**config.mk**
```make
export PLATFORM = sky130hd
export DESIGN_NAME = ppc_cell
export DESIGN_NICKNAME = d
export VERILOG_FILES = /design/src/rtl/ppc_pkg.sv /design/src/rtl/ppc_cell.sv
export SDC_FILE = /design/constraint.sdc
export NUM_CORES = 2
export LEC_CHECK = 0
export ABC_AREA = 1
export BUFFER_PORTS_ARGS = -buffer_cell sky130_fd_sc_hd__buf_2
export CORE_ASPECT_RATIO = 0.6
export CORE_MARGIN = 1
export CORE_UTILIZATION = 53
export CTS_CLUSTER_DIAMETER = 80
export DETAILED_ROUTE_END_ITERATION = 10
export GPL_ROUTABILITY_DRIVEN = 0
export GPL_TIMING_DRIVEN = 0
export PLACE_DENSITY = 0.7
export SYNTH_ARGS = -nofsm -noshare
export SYNTH_HDL_FRONTEND = slang
export SYNTH_SLANG_ARGS = --single-unit
```
**constraint.sdc**
```tcl
create_clock -name clk -period 10.23 [get_ports clk]
set_clock_uncertainty 0.2 [all_clocks]
set_input_delay 1.023 -clock clk [delete_from_list [all_inputs] [get_ports clk]]
set_output_delay 1.023 -clock clk [all_outputs]
set_load 0.02 [all_outputs]
```
**src/rtl/ppc_pkg.sv**
```systemverilog
`timescale 1ns / 1ps
package ppc_pkg;

  localparam int PPC_MAX_POINTS = 64;

  localparam int COORD_W = 24;
  localparam int DIFF_W  = COORD_W + 1;
  localparam int SQ_W    = 2 * COORD_W + 1;
  localparam int DIST_W  = SQ_W + 2;
  localparam int SEP_W   = 24;
  localparam int LIMIT_W = 2 * SEP_W;

  localparam int APB_DATA_W = 32;
  localparam int APB_ADDR_W = 3;

  localparam logic REG_MIN_SEP = 1'b0;

  typedef struct packed {
    logic signed [COORD_W-1:0] x;
    logic signed [COORD_W-1:0] y;
    logic signed [COORD_W-1:0] z;
  } point_t;

  typedef struct packed {
    logic wr;
    logic cmp_en;
  } cell_ctl_t;

endpackage

```
**src/rtl/ppc_cell.sv**
```systemverilog
`timescale 1ns / 1ps
module ppc_cell (
  input  logic                         clk,
  input  ppc_pkg::cell_ctl_t           ctl,
  input  ppc_pkg::point_t              wr_point,
  input  logic [ppc_pkg::LIMIT_W-1:0]  limit,
  input  ppc_pkg::point_t              cand_in,
  input  logic                         hit_in,
  output ppc_pkg::point_t              cand_out,
  output logic                         hit_out
);
  import ppc_pkg::*;

  point_t                    stored;
  logic signed [DIFF_W-1:0]  dx, dy, dz;
  logic signed [2*DIFF_W-1:0] px, py, pz;
  logic [SQ_W-1:0]           sq_x, sq_y, sq_z;
  logic [DIST_W-1:0]         dist2;
  logic                      close;

  always_comb begin
    dx = {cand_in.x[COORD_W-1], cand_in.x} - {stored.x[COORD_W-1], stored.x};
    dy = {cand_in.y[COORD_W-1], cand_in.y} - {stored.y[COORD_W-1], stored.y};
    dz = {cand_in.z[COORD_W-1], cand_in.z} - {stored.z[COORD_W-1], stored.z};
    px = dx * dx;
    py = dy * dy;
    pz = dz * dz;
    dist2 = DIST_W'(sq_x) + DIST_W'(sq_y) + DIST_W'(sq_z);
    close = ctl.cmp_en & (dist2 < DIST_W'(limit));
  end

  // The squares are registered behind the candidate, and so is the hit chain,
  // which keeps hit_in and the squares of the same candidate aligned.
  always_ff @(posedge clk) begin
    if (ctl.wr) begin
      stored <= wr_point;
    end
    cand_out <= cand_in;
    sq_x     <= px[SQ_W-1:0];
    sq_y     <= py[SQ_W-1:0];
    sq_z     <= pz[SQ_W-1:0];
    hit_out  <= hit_in | close;
  end

endmodule

```
Yosys cells after proc, flatten, opt, wreduce, memory -nomap -nowiden --
Index checks and enable logic that the tools add are counted.
Storage, ports and cells: flip-flop bits (word level) 292, input bits 196, logic and storage cells 21
Cells by class: $add $sub $neg 5, $mul 3, order comparisons 1, bitwise operators 2
Operators with widths (count):
- multiplier 25 x 25 -> 49 bit | 3
- subtractor 24 x 24 -> 25 bit | 3
- adder 50 x 49 -> 51 bit | 1
- less-than comparator 51 x 48 -> 1 bit | 1
- adder 49 x 49 -> 50 bit | 1
- AND 1 bit | 1
- bitwise OR 1 bit | 1

Logic depth before layout (Yosys ltp) --
word-level depth 5, mapped depth 45, gate-level depth less buffers 44

Worst setup path before layout --
No wires, ideal clock.
path kind input -> register, start in cand_in[24] (netlist name), end reg sq_y[43], library setup time 72 ps, arrival time 8563 ps, slack 1395 ps, stages on the path 35, path buffers 1, cells stage by stage inv_1 > ha_1 > inv_1 > fa_1 > nand2_1 > inv_1 > nand2_1 > nand2_1 > nand3_1 > nand2_1 > nand3_1 > nand3_1 > nand2_1 > nand2_1 > buf_2 > nor2_1 > fa_1 > fa_1 > inv_1 > fa_1 > inv_1 > fa_1 > fa_1 > fa_1 > inv_1 > fa_1 > inv_1 > ha_1 > nand2_1 > nor2_1 > inv_1 > nor3_1 > or3b_2 > nand3_1 > xor2_1
Between the ends: cells in the longest elaborated chain, start to end 2
RTL lines:
- from (decl) | RTL line ppc_cell.sv:7 | input ppc_pkg::point_t cand_in,
- subtractor 24 x 24 -> 25 bit | RTL line ppc_cell.sv:23 | dy = {cand_in.y[COORD_W-1], cand_in.y} - {stored.y[COORD_W-1], stored.y};
- multiplier 25 x 25 -> 49 bit | RTL line ppc_cell.sv:26 | py = dy * dy;
- named net py[43] | RTL line ppc_cell.sv:16 | logic signed [2*DIFF_W-1:0] px, py, pz;
- to (signal assigned) | RTL line ppc_cell.sv:40 | sq_y <= py[SQ_W-1:0];
- to (decl) | RTL line ppc_cell.sv:17 | logic [SQ_W-1:0] sq_x, sq_y, sq_z;
The timed path passes the listed nets, and every way through them passes these cells. A chain may end at the register's enable or synchronous reset.

Worst setup path after layout --
Same ends and word-level chain as after synthesis.

==> run metrics <==
routed len/inst 22.5 um; vias per cell 5.60; clock slew at reported path FFs 0.07 ns; slowest cell delay on critical path between 0.7 and 0.8 ns; Max-cap violations 0; Syn Inst Count a little under 9000; max_slew headroom 9.18%; initial antenna violation count 7; vias in the first global route about 64000; cts bufs inserted 31; Root Buffer clkbuf_16; Area Growth Syn to Fin 6.57%; mean post-synth cell area 8.80 um^2; instance area after placement ~80000 um^2; required time worst endpoint 10.63 ns; gr ovfl total 0; post-synthesis register bit count 289; endpoints failing setup 0; Max Fclk 98.5 MHz; Tmin final 10.16 ns; Initial Util 53.6%; Vias 62071; GR Util met3 20.1%; Routed Antenna Nets 0; Final Max Slew Viols 0; count of flip-flops with a built-in enable after synthesis 72; Mapped Area slightly below 80000 um^2; Least-Margin Pin Slew 1.36 ns; clk sinks 289; Startpoint Class input pin; ys async rst share 0%; Critical Path AT 10.56 ns; largest net degree at the start of global routing a little under 50; core area 145000 um^2; element type at the critical path end register; critical path type in -> reg; Tightest Hold Check Type in -> reg; # IOs 269; Tot GR Track Use about a third; Routed WL between 200 and 250 mm; Cell Rows about 110; final net count 11777; DR DRC count 0; global route hottest layer met1; I/O Buffers 268; Top FF cell, synth dfxtp_1; drt first pass iters 10; HPWL Detailed 218 mm; post-route cell area 82800 um^2; critical-path maximum fanout 10; height of the die ~300 um; H-Tree Depth 1; yosys warns 0; Die Area 148000 um^2; Clock Latency Late Sink 0.67 ns; first-pass GRT wire length about 380 mm; fin util 57.1%; Crit-path slowest cell fa_1; Die X 496 um; status finished clean; Worst Hold Slack 0.261 ns; Seq/Total Area, Yosys between 8 and 9%; TritonCTS clock tree built; post-synthesis cell type count 62; Post-CTS Hold Buffers 0; M1 GR Usage 51.3%; Final Hold Fails 0; Final Cycle Share 99.3%; clock buffer depth 3; unrepaired setup endpoints after global routing false; share of layout cells above drive strength 1 6.20%; First DRT Iteration DRCs 8396; GRT met2 Usage between 40% and 50%
through the flow:
stage	setup WS, ns	std cells	setup TNS [ns]
after floorplan	1.40	8830	0
final	0.0726	11094	0
after global routing	0.000160	11092	0
after global placement	-1.31	11023	-26.32
after detailed placement	-1.61	11024	-24.80
after CTS	0.125	11082	0
critical path, delay by kind of cell:
| kind | cells | cell delay, ns |
|---|---|---|
| simple gates | 9 | 1.96 |
| fa+ha+maj | 10 | 4.81 |
| compound gates | 2 | 0.64 |
| xor+xnor | 2 | 0.67 |
| buf+inv | 10 | 1.38 |
cells in the mapped netlist (all sizes together) (52+ instances only):
master | number | area share, %
inv | 2464 | 12
fa | 1851 | 48
nand2 | 1155 | 5.7
nor2 | 1021 | 5.0
ha | 589 | 9.5
a21oi | 330 | 2.2
dfxtp | 217 | 5.6
nand3 | 179 | 1.2
o21ai | 168 | 1.1
xor2 | 167 | 2.1
xnor2 | 99 | 1.1
buf | 97 | 0.71
edfxtp | 72 | 2.8
o21bai | 61 | 0.61
a21o | 53 | 0.51
nor3 | 52 | 0.34
final cells by class:
| class | count | area, um^2 |
|---|---|---|
| Sequential cell | 289 | 6510 |
| Buffer | 144 | 739 |
| Inverter | 2474 | 9300 |
| Multi-Input combinational cell | 5922 | 61300 |
| Tap cell | 1925 | 2410 |
| Timing Repair Buffer | 279 | 1460 |
| Fill cell | 12947 | 62200 |
| Antenna cell | 3 | 7.51 |
| Clock buffer | 35 | 801 |
| Clock inverter | 23 | 258 |
metal layers:
metal	up-vias	wire length, um
li1	26512	-
met1	30495	105000
met2	4540	89700
met3	495	48700
met4	29	5860
met5	-	869
placed cells by master (no fill, tap or decap), types with 28 or more instances in the layout:
cell and n:
nand4_1 44, edfxtp_1 72, buf_2 344, a21o_1 53
fa_1 1848, dfxtp_1 217, nand2_1 1129, a31oi_1 34
nor3_1 50, a21oi_1 324, o21ai_0 153, ha_1 589
inv_1 2433, xor2_1 149, inv_2 28, clkbuf_1 46
clkbuf_16 31, nor2_1 1005, xnor2_1 95, nand3_1 178
o21bai_1 59
final timing paths:
path | cells after the start | start | end | slack [ns]
hold reg to reg | 3 | stored[0]$_DFFE_PP_ | sq_z[3]$_DFF_P_ | 0.90
setup reg to reg | 31 | stored[24]$_DFFE_PP_ | sq_y[43]$_DFF_P_ | 0.27
setup / recovery | 33 | cand_in[24] | sq_y[43]$_DFF_P_ | 0.07
hold / removal | 1 | cand_in[57] | cand_out[57]$_DFF_P_ | 0.26
kinds of logic after synthesis:
| group | share of synthesized area [%] |
|---|---|
| buf+inv | 12.9 |
| compound gates | 5.34 |
| other cells | 0.00967 |
| simple gates | 12.9 |
| fa+ha+maj | 57.2 |
| flops | 8.37 |
| xor+xnor | 3.25 |
timing repair:
item / CTS / global route
buffers inserted: 0 / 10
pin swaps: 0 / 3
setup endpoints to repair: 11 / 22
gates resized for setup: 5 / 29
sequential cells by signal, indices dropped and copies added, names as in the netlist:
| register | count |
|---|---|
| cand_out | 72 |
| hit_out | 1 |
| sq_x | 48 |
| sq_y | 48 |
| sq_z | 48 |
| stored | 72 |
Power is not shown: default switching activity piles up to over one toggle a cycle in this logic, so the estimate is an artifact.
