--- src/rtl/ppc_pkg.sv ---
`timescale 1ns / 1ps
package ppc_pkg;

  localparam int PPC_MAX_POINTS = 64;

  localparam int COORD_W = 24;
  localparam int DIFF_W  = COORD_W + 1;
  localparam int SQ_W    = 2 * COORD_W + 1;
  localparam int DIST_W  = SQ_W + 2;
  localparam int SEP_W   = 24;
  localparam int LIMIT_W = 2 * SEP_W;

  localparam int APB_DATA_W = 32;
  localparam int APB_ADDR_W = 3;

  localparam logic REG_MIN_SEP = 1'b0;

  typedef struct packed {
    logic signed [COORD_W-1:0] x;
    logic signed [COORD_W-1:0] y;
    logic signed [COORD_W-1:0] z;
  } point_t;

  typedef struct packed {
    logic wr;
    logic cmp_en;
  } cell_ctl_t;

endpackage

--- src/rtl/ppc_cfg.sv ---
`timescale 1ns / 1ps
module ppc_cfg (
  input  logic                              clk,
  input  logic                              rst,
  input  logic                              psel,
  input  logic                              penable,
  input  logic                              pwrite,
  input  logic [ppc_pkg::APB_ADDR_W-1:0]    paddr,
  input  logic [ppc_pkg::APB_DATA_W-1:0]    pwdata,
  output logic [ppc_pkg::APB_DATA_W-1:0]    prdata,
  output logic                              pready,
  output logic [ppc_pkg::LIMIT_W-1:0]       limit
);
  import ppc_pkg::*;

  logic [SEP_W-1:0] min_sep;
  logic             wr_en;

  assign pready = 1'b1;
  assign wr_en  = psel && penable && pwrite && pready;

  always_ff @(posedge clk) begin
    if (rst) begin
      min_sep <= '0;
      limit   <= '0;
    end else begin
      if (wr_en && (paddr[2] == REG_MIN_SEP)) begin
        min_sep <= pwdata[SEP_W-1:0];
      end
      // Squared separation, so the cells never need a square root.
      limit <= min_sep * min_sep;
    end
  end

  always_comb begin
    unique case (paddr[2])
      REG_MIN_SEP: prdata = {{(APB_DATA_W-SEP_W){1'b0}}, min_sep};
      default:     prdata = '0;
    endcase
  end

endmodule

--- config.mk ---
export PLATFORM = sky130hd
export DESIGN_NAME = ppc_cfg
export DESIGN_NICKNAME = d
export VERILOG_FILES = /design/src/rtl/ppc_pkg.sv /design/src/rtl/ppc_cfg.sv
export SDC_FILE = /design/constraint.sdc
export NUM_CORES = 1
export LEC_CHECK = 0
export BUFFER_PORTS_ARGS = -buffer_cell sky130_fd_sc_hd__buf_2
export CELL_PAD_IN_SITES_DETAIL_PLACEMENT = 0
export CELL_PAD_IN_SITES_GLOBAL_PLACEMENT = 2
export CORE_ASPECT_RATIO = 1.25
export CORE_UTILIZATION = 36
export CTS_CLUSTER_DIAMETER = 50
export DETAILED_ROUTE_END_ITERATION = 7
export HOLD_SLACK_MARGIN = 0.08
export PLACE_DENSITY_LB_ADDON = 0.15
export SYNTH_ARGS = -nofsm -noshare
export SYNTH_HDL_FRONTEND = slang
export SYNTH_SLANG_ARGS = --single-unit
--- constraint.sdc ---
create_clock -name clk -period 6.41 [get_ports clk]
set_input_delay 0.641 -clock clk [delete_from_list [all_inputs] [get_ports clk]]
set_output_delay 0.641 -clock clk [all_outputs]
set_load 0.005 [all_outputs]
Yosys cells after proc, flatten, opt, wreduce, memory -nomap -nowiden
Index checks and enable logic that the tools add are counted.
- flip-flop bits (word level): 72
- input port bits: 40
- output and inout port bits: 81
- logic and storage cells: 8
- multiply operators: 1
- multiplexer cells: 1
- bitwise logic cells: 1
- reductions and logical operators: 3
- operators by type and width (cell ; count):
    $mul 24x24->48 ; 1
    $mux 24 ; 1
    $logic_and 1x1->1 ; 3
    $not 1->1 ; 1

Depth between registers and ports, before layout
Gate-level depths: netlist (run 1).
- depth after elaboration: 3
- mapped depth: 27

Worst setup path before layout (run 1)
No wires, ideal clock.
- kind: reg-to-reg
- start: reg min_sep[0]
- end: reg limit[41] (netlist name)
- library setup time: 0.123 ns
- arrival: 6.735 ns
- slack: -0.449 ns
- cell stages (with the launch flop): 28
- path buffers: 3
- cells stage by stage: dfxtp_1 clkbuf_1 clkbuf_1 nand2_1 fa_1 inv_1 fa_1 inv_1 fa_1 inv_1 fa_1 inv_1 fa_1 inv_1 fa_1 inv_1 fa_1 inv_1 ha_1 buf_2 a21oi_1 o21ai_0 a221o_1 o211ai_2 a41oi_2 o21a_1 a21oi_2 mux2_1
- word-level cells in the longest chain between the ends: 1
- ends and longest elaborated chain (item ; line ; text):
    start: declaration ; ppc_cfg.sv:16 ; logic [SEP_W-1:0] min_sep;
    start signal: assignment ; ppc_cfg.sv:28 ; min_sep <= pwdata[SEP_W-1:0];
    $mul 24x24->48 ; ppc_cfg.sv:31 ; limit <= min_sep * min_sep;
    end signal: assignment ; ppc_cfg.sv:31 ;
    end: declaration ; ppc_cfg.sv:12 ; output logic [ppc_pkg::LIMIT_W-1:0] limit
No other way between the ends.
A chain may end at the register's enable or synchronous reset.

Final worst setup path (run 1)
- start: reg min_sep[14]
- end: reg limit[41] (netlist name)
Same word-level chain as after synthesis.

==> impl_metrics.env, run 1 <==
export IMPL_irDropWorstVdd_uv=116
export IMPL_switching_share=0.296
export IMPL_holdBufCountCts=0
export IMPL_insertedDiodeCount=0
export IMPL_final_common_cell="inv_1"
export IMPL_clk_latency_ns=0.35
export IMPL_maxCapViolCount=0
export IMPL_start_kind="flip-flop"
export IMPL_hold_viol=0
export IMPL_drtIter0Drc=613
export IMPL_regArea_um2=1490
export IMPL_synth_ff_type="dfxtp_1"
export IMPL_setup_tns_ns=-3.14
export IMPL_num_io_pins=121
export IMPL_totalPowerFinal_uw=1210
export IMPL_dr_pass1_iters=6
export IMPL_async_reset_ff_frac=0
export IMPL_coreArea_um2=51500
export IMPL_required_ns=6.65
export IMPL_port_buffers=100
export IMPL_slowest_delay_ns=0.53
export IMPL_fin_crit_sh=1.05
export IMPL_grt_usage=0.226
export IMPL_crit_type="reg2reg"
export IMPL_synth_area_top_cells="fa_1, inv_1, ha_1, dfxtp_1, nand2_1"
export IMPL_drc=6
export IMPL_max_slew_worst_pin_slew_ns=1.03
export IMPL_power_switching_uw=356
export IMPL_grt_setup_unrepaired="yes"
export IMPL_crit_slowest_cell="fa_1"
export IMPL_placementRows=93
export IMPL_finClkSkew_ns=0.0117
export IMPL_htree_levels=3
export IMPL_overflow=0
export IMPL_dieWidth_um=206
export IMPL_seqPwrFrac=0.375
export IMPL_clock_fmax_mhz=149
export IMPL_path_common_cell="fa_1"
export IMPL_nets=3115
export IMPL_cts_sinks=71
export IMPL_slew_headroom=0.311
export IMPL_comb_power_share=0.181
export IMPL_synth_area_per_cell_um2=8.91
export IMPL_end_kind="flip-flop"
export IMPL_cts_made_buffers=9
export IMPL_intPower_uw=849
export IMPL_status="finished with violations"
export IMPL_place_congestion=0.842
export IMPL_multi_input_area_um2=15600
export IMPL_synth_edff_count=0
export IMPL_final_cells=3149
export IMPL_holdWs_ns=0.522
export IMPL_synth_top_area_frac=0.450
export IMPL_detail_route_wl_per_cell_um=18.0
export IMPL_num_vias=14589
export IMPL_ys_types=66
export IMPL_fin_crit_ns=6.70
export IMPL_die_h_um=257
export IMPL_synthCells=2106
export IMPL_critPathArrivalTime_ns=6.94
export IMPL_power_density_nw_per_um2=50.1
export IMPL_violations="DRC, setup timing"
export IMPL_clkTransAtPathRegs_ns=0.07
export IMPL_drt_wl_total_um=56600
export IMPL_post_synth_top_area_cell="fa_1"
export IMPL_dieArea_um2=53000
export IMPL_viasPerCell=4.63
export IMPL_syn_cell_area_um2=18800
export IMPL_grt_max_degree=76
export IMPL_setup_viol=19
export IMPL_start_util=0.364
export IMPL_drtAntennaViolNets=0
export IMPL_place_inst=3076
export IMPL_yosys_warnings=0
export IMPL_drive_above_1_share=0.267
export IMPL_cts_max_path_buffers=2
export IMPL_layout_setup_ws_ns=-0.290
export IMPL_p_clk_frac=0.444
export IMPL_nFillCells=5072
export IMPL_areaGrowthSynthToFinish_pct=28.3
export IMPL_cts_root_buffer="clkbuf_16"
export IMPL_hold_path_class="in2reg"
export IMPL_grt_antenna_before_repair=0
export IMPL_grt_pass1_wl_um=89500
export IMPL_maxSlewViolCount=0
export IMPL_cp_max_fo=5
export IMPL_first_global_vias=16323
export IMPL_cts_tree="yes"
export IMPL_synth_seq_cells=71
export IMPL_p_leak_uw=0.0131
export IMPL_final_cell_mix="inv_1, fa_1, buf_4"
export IMPL_fin_util=0.467
export IMPL_hpwl_um=47200
export IMPL_ys_seq_area_frac=0.0758
-- routing by layer --
layer / GRT usage / vias up / part of all wire
met3: 0.0263 / 73 / 0.037
met1: 0.259 / 7407 / 0.38
met2: 0.430 / 236 / 0.56
met5: 0 / - / 0
met4: 0.0658 / 0 / 0.032
li1: - / 6873 / -
-- repair_timing --
item | in CTS | in global routing
pin swaps | 75 | 70
gates cloned | 1 | 0
gates resized for setup | 175 | 78
setup endpoints to repair | 30 | 30
buffers inserted | 45 | 15
-- flip-flops by register name (all words and copies together), names as in the netlist --
| register | count |
|---|---|
| limit | 47 |
| min_sep | 24 |
-- per-stage QoR --
stage,setup slack [ns],area (um2)
finish,-0.290,24100
detailed placement,-0.647,22200
global placement,-0.667,22200
CTS,-0.375,23600
global route,-0.535,24100
floorplan,-0.0185,19100
-- layout make-up --
type,count,share of cell area
clock buffers,11,0.0101
inverters,602,0.0939
flip-flops and latches,71,0.0617
well taps,665,0.0346
clock inverters,4,0.00234
multi-input cells,1347,0.649
repair buffers,449,0.149
-- worst paths after layout --
check / startpoint / end / slack, ns / cells after the start
setup reg to reg: min_sep[14] / limit[41] / -0.29 / 25
hold / removal: pwdata[18] / min_sep[18] / 0.52 / 3
setup / recovery: min_sep[14] / limit[41] / -0.29 / 25
hold reg to reg: min_sep[3] / min_sep[3] / 0.64 / 3
-- kinds of logic after synthesis --
logic type	share of synthesized area
AO/OA/AOI/OAI	0.0614
XOR/XNOR	0.0205
adder cells (fa/ha/maj)	0.566
buffers and inverters	0.142
flip-flops	0.0758
multiplexers	0.00293
other	0.000400
AND/OR/NAND/NOR	0.131
-- worst max-delay path: cells and delay by family, from the launching register on --
kind                       cells  cell delay [ns]
and+or+nand+nor                1             0.16
DFF                            1             0.38
AOI/OAI and AO/OA              7             1.55
muxes                          1             0.31
adders and majority gates      8             3.63
buffers and inverters          8             0.56
-- power by group through the flow --
stage	logic [uW]	registers, uW	clock network, uW
3_5_place_dp	187	470	0
3_3_place_gp	187	469	0
4_1_cts	217	452	547
2_1_floorplan	99.8	462	0
6_report	219	452	535
5_1_grt	239	452	568
-- cell usage after synthesis, drive strengths merged (3+ instances only) --
cell,count
clkbuf,78
a21o,20
nand2,227
or3,4
nor3b,5
o21ai,28
o21bai,9
and2,121
a21oi,77
a2111oi,4
nand4,12
nor3,7
o211ai,4
xnor2,28
a211oi,6
nor2b,30
nor2,81
mux2,4
a31oi,3
xor2,16
buf,16
dfxtp,71
nand2b,6
ha,173
or2,3
o31ai,3
o21a,5
nand3,10
inv,602
fa,422
Note: power is estimated with default switching activity, not from simulation.
==> inputs of run 2 (changes only) <==
PLACE_DENSITY_LB_ADDON = 0.1   (was 0.15)
TNS_END_PERCENT = 5   (was unset)
==> run 2 against run 1 <==
Compared with the run above: the flow still finishes with violations (DRC, setup timing); non-clock buffer count shrank 37; via count fell by 2.0%; clock-buffer cell count decreased by 2; routed wire length decreased by 2.2%; clock power barely moved; core utilization shrank 1.7 points; worst hold slack lost 0.022 ns; cell area fell by 3.7%; largest cell class unchanged.
==> impl_metrics.env, run 2 (same netlist as run 1, synthesis figures left out) <==
export IMPL_regMostFlops="limit"
export IMPL_viasPerCell=4.59
export IMPL_place_congestion=0.836
export IMPL_num_io_pins=121
export IMPL_start_util=0.364
export IMPL_r2r_cells=22
export IMPL_seqPwrFrac=0.382
export IMPL_cts_tree="yes"
export IMPL_regArea_um2=1490
export IMPL_critPathArrivalTime_ns=6.97
export IMPL_hp_start="pwdata[6]"
export IMPL_fin_crit_ns=6.69
export IMPL_nets=3078
export IMPL_intPower_uw=801
export IMPL_rr_endpoint="limit[47]"
export IMPL_crit_type="reg2reg"
export IMPL_insertedDiodeCount=0
export IMPL_drtIter0Drc=570
export IMPL_clock_fmax_mhz=149
export IMPL_drt_wl_total_um=55400
export IMPL_hold_path_class="in2reg"
export IMPL_max_slew_worst_pin_slew_ns=0.890
export IMPL_drc=15
export IMPL_clk_latency_ns=0.37
export IMPL_cts_sinks=71
export IMPL_dieArea_um2=53000
export IMPL_cts_made_buffers=9
export IMPL_die_h_um=257
export IMPL_port_buffers=100
export IMPL_p_clk_frac=0.449
export IMPL_final_cell_mix="inv_1, fa_1, buf_4"
export IMPL_place_inst=3067
export IMPL_drive_above_1_share=0.227
export IMPL_layout_setup_ws_ns=-0.284
export IMPL_switching_share=0.325
export IMPL_highest_layer="met4"
export IMPL_violations="DRC, setup timing"
export IMPL_hpwl_um=47700
export IMPL_drtAntennaViolNets=0
export IMPL_fin_util=0.450
export IMPL_grt_antenna_before_repair=1
export IMPL_overflow=0
export IMPL_crit_slowest_cell="fa_1"
export IMPL_coreArea_um2=51500
export IMPL_met1Wirelength_um=21800
export IMPL_fin_crit_sh=1.04
export IMPL_areaGrowthSynthToFinish_pct=23.6
export IMPL_setup_tns_ns=-3.13
export IMPL_nFillCells=5218
export IMPL_dr_pass1_iters=7
export IMPL_final_cells=3113
export IMPL_placementRows=93
export IMPL_maxCapViolCount=0
export IMPL_cts_root_buffer="clkbuf_16"
export IMPL_dieWidth_um=206
export IMPL_r2r_start="min_sep[14]"
export IMPL_p_leak_uw=0.0129
export IMPL_num_vias=14302
export IMPL_grt_max_degree=45
export IMPL_grt_setup_unrepaired="yes"
export IMPL_irDropWorstVdd_uv=87.6
export IMPL_start_kind="flip-flop"
export IMPL_slowest_delay_ns=0.57
export IMPL_comb_power_share=0.168
export IMPL_wl_met2_um=31200
export IMPL_required_ns=6.69
export IMPL_crit_chain="buf_4 -> buf_4 -> and2_1 -> fa_1 -> fa_1 -> fa_1 -> fa_1 -> fa_1 -> fa_1 -> inv_1 -> fa_1 -> inv_1 -> ha_1 -> and2_4 -> nand3_2 -> or2_2 -> o22ai_1 -> o311ai_4 -> a2111oi_2 -> buf_4 -> o21ai_2 -> o31ai_1"
export IMPL_final_common_cell="inv_1"
export IMPL_first_global_vias=16409
export IMPL_route_met3_wl_um=1080
export IMPL_multi_input_area_um2=15200
export IMPL_top_regs="limit x47, min_sep x24"
export IMPL_cp_max_fo=7
export IMPL_path_common_cell="fa_1"
export IMPL_grt_pass1_wl_um=88000
export IMPL_hold_viol=0
export IMPL_power_density_nw_per_um2=51.2
export IMPL_min_to="min_sep[6]"
export IMPL_power_switching_uw=385
export IMPL_end_kind="flip-flop"
export IMPL_r2r_slack_ns=-0.28
export IMPL_cts_max_path_buffers=2
export IMPL_finClkSkew_ns=0.0141
export IMPL_holdPathStages=3
export IMPL_maxSlewViolCount=0
export IMPL_status="finished with violations"
export IMPL_clkTransAtPathRegs_ns=0.08
export IMPL_setup_viol=20
export IMPL_grt_usage=0.220
export IMPL_htree_levels=3
export IMPL_final_area_um2=23200
export IMPL_slew_headroom=0.407
export IMPL_largest_reg_flops=47
export IMPL_detail_route_wl_per_cell_um=17.8
export IMPL_dpl_cell_area_um2=22100
## run 2: changes by cell type in the layout (fill, tap and decap cells not counted), sizes merged
cell	before	now
clkinv	3	2
inv	602	607
clkbuf	11	9
buf	449	412
bufinv	1	0
## run 2: stage by stage
stage | setup slack (ns) | hold slack [ns] | total power [uW]
5_1_grt | -0.493 | 0.510 | 1240
2_1_floorplan | -0.0299 | 0.469 | 562
3_5_place_dp | -0.723 | 0.533 | 655
3_3_place_gp | -0.660 | 0.529 | 655
4_1_cts | -0.377 | 0.488 | 1200
6_report | -0.284 | 0.500 | 1190
## run 2: how the worst max path moves through the flow
stage                startpoint         to  cells after the start
floorplan           min_sep[21]  limit[47]                     23
global placement     min_sep[0]  limit[44]                     23
detailed placement   min_sep[0]  limit[44]                     23
CTS                  min_sep[2]  limit[41]                     23
global route         min_sep[6]  limit[47]                     24
finish              min_sep[14]  limit[47]                     22
## run 2: per-layer routing
metal	global-route usage	up-vias
met2	0.429	178
li1	-	6793
met3	0.0155	56
met1	0.255	7275
met5	0	-
met4	0.0513	0
## run 2: power groups by stage
stage	Clock, uW	Sequential [uW]	Combinational [uW]
global route	567	454	220
detailed placement	0	470	186
floorplan	0	462	99.8
finish	533	454	200
global placement	0	470	186
CTS	551	455	196
## run 2: timing repair
item / 4_1_cts / 5_1_grt
pin swaps: 25 / 51
endpoints found under the setup margin: 29 / 30
resized for setup: 57 / 68
hold buffers: 0 / 0
buffers inserted: 16 / 14
gates cloned: 0 / 0
## run 2: layout make-up
class	instances	area share
Clock buffer	9	0.00971
Clock inverter	7	0.00307
Inverter	602	0.0974
Multi-Input combinational cell	1347	0.655
Sequential cell	71	0.0641
Tap cell	665	0.0359
Timing Repair Buffer	412	0.134
## run 2: critical path, delay by kind of cell (launching register included)
family	cells	cell delay, ns
simple gates	4	0.76
compound gates	5	0.96
fa+ha+maj	8	3.84
buf+inv	5	0.60
flops	1	0.41
==> inputs of run 3 (changes only) <==
SKIP_LAST_GASP = 1   (was unset)
==> run 3 against run 2 <==
Compared with the run above: the flow still finishes with violations (DRC, setup timing); clock power increased by 0.8%; non-clock buffer count rose by 6; clock-buffer cell count unchanged.
==> impl_metrics.env, run 3 (same netlist as run 1, synthesis figures left out) <==
export IMPL_fin_crit_sh=1.05
export IMPL_power_density_nw_per_um2=51.3
export IMPL_start_util=0.364
export IMPL_top_regs="limit x47, min_sep x24"
export IMPL_intPower_uw=802
export IMPL_place_inst=3067
export IMPL_regMostFlops="limit"
export IMPL_layout_setup_ws_ns=-0.289
export IMPL_drtAntennaViolNets=0
export IMPL_port_buffers=100
export IMPL_drt_wl_total_um=56100
export IMPL_final_cell_mix="inv_1, fa_1, buf_4"
export IMPL_cp_depth=26
export IMPL_num_io_pins=121
export IMPL_nets=3084
export IMPL_setup_viol=20
export IMPL_drtIter0Drc=549
export IMPL_start_kind="flip-flop"
export IMPL_first_global_vias=16378
export IMPL_irDropWorstVdd_uv=82.1
export IMPL_drc=14
export IMPL_slew_headroom=0.398
export IMPL_grt_antenna_before_repair=1
export IMPL_areaGrowthSynthToFinish_pct=23.8
export IMPL_finClkSkew_ns=0.0143
export IMPL_die_h_um=257
export IMPL_dr_pass1_iters=7
export IMPL_cts_root_buffer="clkbuf_16"
export IMPL_p_leak_uw=0.0129
export IMPL_fin_util=0.451
export IMPL_crit_type="reg2reg"
export IMPL_power_switching_uw=390
export IMPL_place_congestion=0.836
export IMPL_critPathArrivalTime_ns=6.97
export IMPL_clk_latency_ns=0.37
export IMPL_cp_top_family="adder cells"
export IMPL_num_vias=14376
export IMPL_seqPwrFrac=0.379
export IMPL_fin_crit_ns=6.70
export IMPL_hold_viol=0
export IMPL_comb_power_share=0.170
export IMPL_coreArea_um2=51500
export IMPL_r2r_cells=26
export IMPL_maxCapViolCount=0
export IMPL_holdPathStages=3
export IMPL_clkTransAtPathRegs_ns=0.08
export IMPL_nFillCells=5221
export IMPL_placementRows=93
export IMPL_cts_sinks=71
export IMPL_dieArea_um2=53000
export IMPL_path_common_cell="fa_1"
export IMPL_cp_max_fo=6
export IMPL_end_kind="flip-flop"
export IMPL_drive_above_1_share=0.227
export IMPL_p_clk_frac=0.451
export IMPL_totalPowerFinal_uw=1190
export IMPL_hold_path_class="in2reg"
export IMPL_max_slew_worst_pin_slew_ns=0.903
export IMPL_final_cells=3119
export IMPL_crit_slowest_cell="fa_1"
export IMPL_grt_setup_unrepaired="yes"
export IMPL_grt_pass1_wl_um=87700
export IMPL_overflow=0
export IMPL_cts_max_path_buffers=2
export IMPL_grt_usage=0.219
export IMPL_cts_made_buffers=9
export IMPL_grt_max_degree=45
export IMPL_violations="DRC, setup timing"
export IMPL_final_common_cell="inv_1"
export IMPL_viasPerCell=4.61
export IMPL_detail_route_wl_per_cell_um=18.0
export IMPL_slowest_delay_ns=0.54
export IMPL_htree_levels=3
export IMPL_dieWidth_um=206
export IMPL_hpwl_um=47700
export IMPL_critPathBufInv=10
export IMPL_clock_fmax_mhz=149
export IMPL_switching_share=0.327
export IMPL_cts_tree="yes"
export IMPL_maxSlewViolCount=0
export IMPL_required_ns=6.69
export IMPL_insertedDiodeCount=0
export IMPL_setup_tns_ns=-3.14
export IMPL_largest_reg_flops=47
export IMPL_status="finished with violations"
## run 3: worst min-delay path, delay by kind of cell
kind            cells  cell delay, ns
simple gates        1            0.04
buf+inv             1            0.10
compound gates      1            0.05
## run 3: cell type report
class                      instances  area, um2  area share
tap                              665        832      0.0358
inverter                         602       2260      0.0973
clock inverter                     7       71.3     0.00307
timing repair buffer             418       3190       0.137
clock buffer                       9        225     0.00970
multi-input combinational       1347      15200       0.652
sequential                        71       1490      0.0642
## run 3: final timing paths
path	slack [ns]	to	start
worst max-delay path	-0.29	limit[47]	min_sep[11]
worst min-delay path	0.50	min_sep[4]	pwdata[4]
worst max register to register	-0.29	limit[47]	min_sep[11]
worst min register to register	0.54	min_sep[3]	min_sep[3]
## run 3: through the flow
| step | instance area (um2) | worst slack, ns | hold slack (ns) |
|---|---|---|---|
| after global placement | 22100 | -0.660 | 0.529 |
| final | 23200 | -0.289 | 0.497 |
| after global routing | 23200 | -0.512 | 0.508 |
| after floorplan | 19100 | -0.0299 | 0.469 |
| after detailed placement | 22100 | -0.723 | 0.533 |
| after CTS | 22700 | -0.379 | 0.488 |
## run 3: per-layer routing
layer  wire length, um  global-route usage
met5                 0                   0
met1             22100               0.254
met4              1430              0.0551
met2             31500               0.427
met3              1010              0.0152
## run 3: what timing repair did
action,in CTS,in global routing
resized for setup,35,83
pin swaps,16,58
endpoints found under the setup margin,29,30
hold buffers,0,0
cloned,0,1
setup buffers,16,19
## run 3: power by group through the flow
| stage | registers (uW) | logic (uW) | clock network [uW] |
|---|---|---|---|
| global placement | 470 | 186 | 0 |
| detailed placement | 470 | 186 | 0 |
| global route | 453 | 222 | 568 |
| CTS | 455 | 194 | 551 |
| floorplan | 462 | 99.8 | 0 |
| finish | 452 | 202 | 537 |
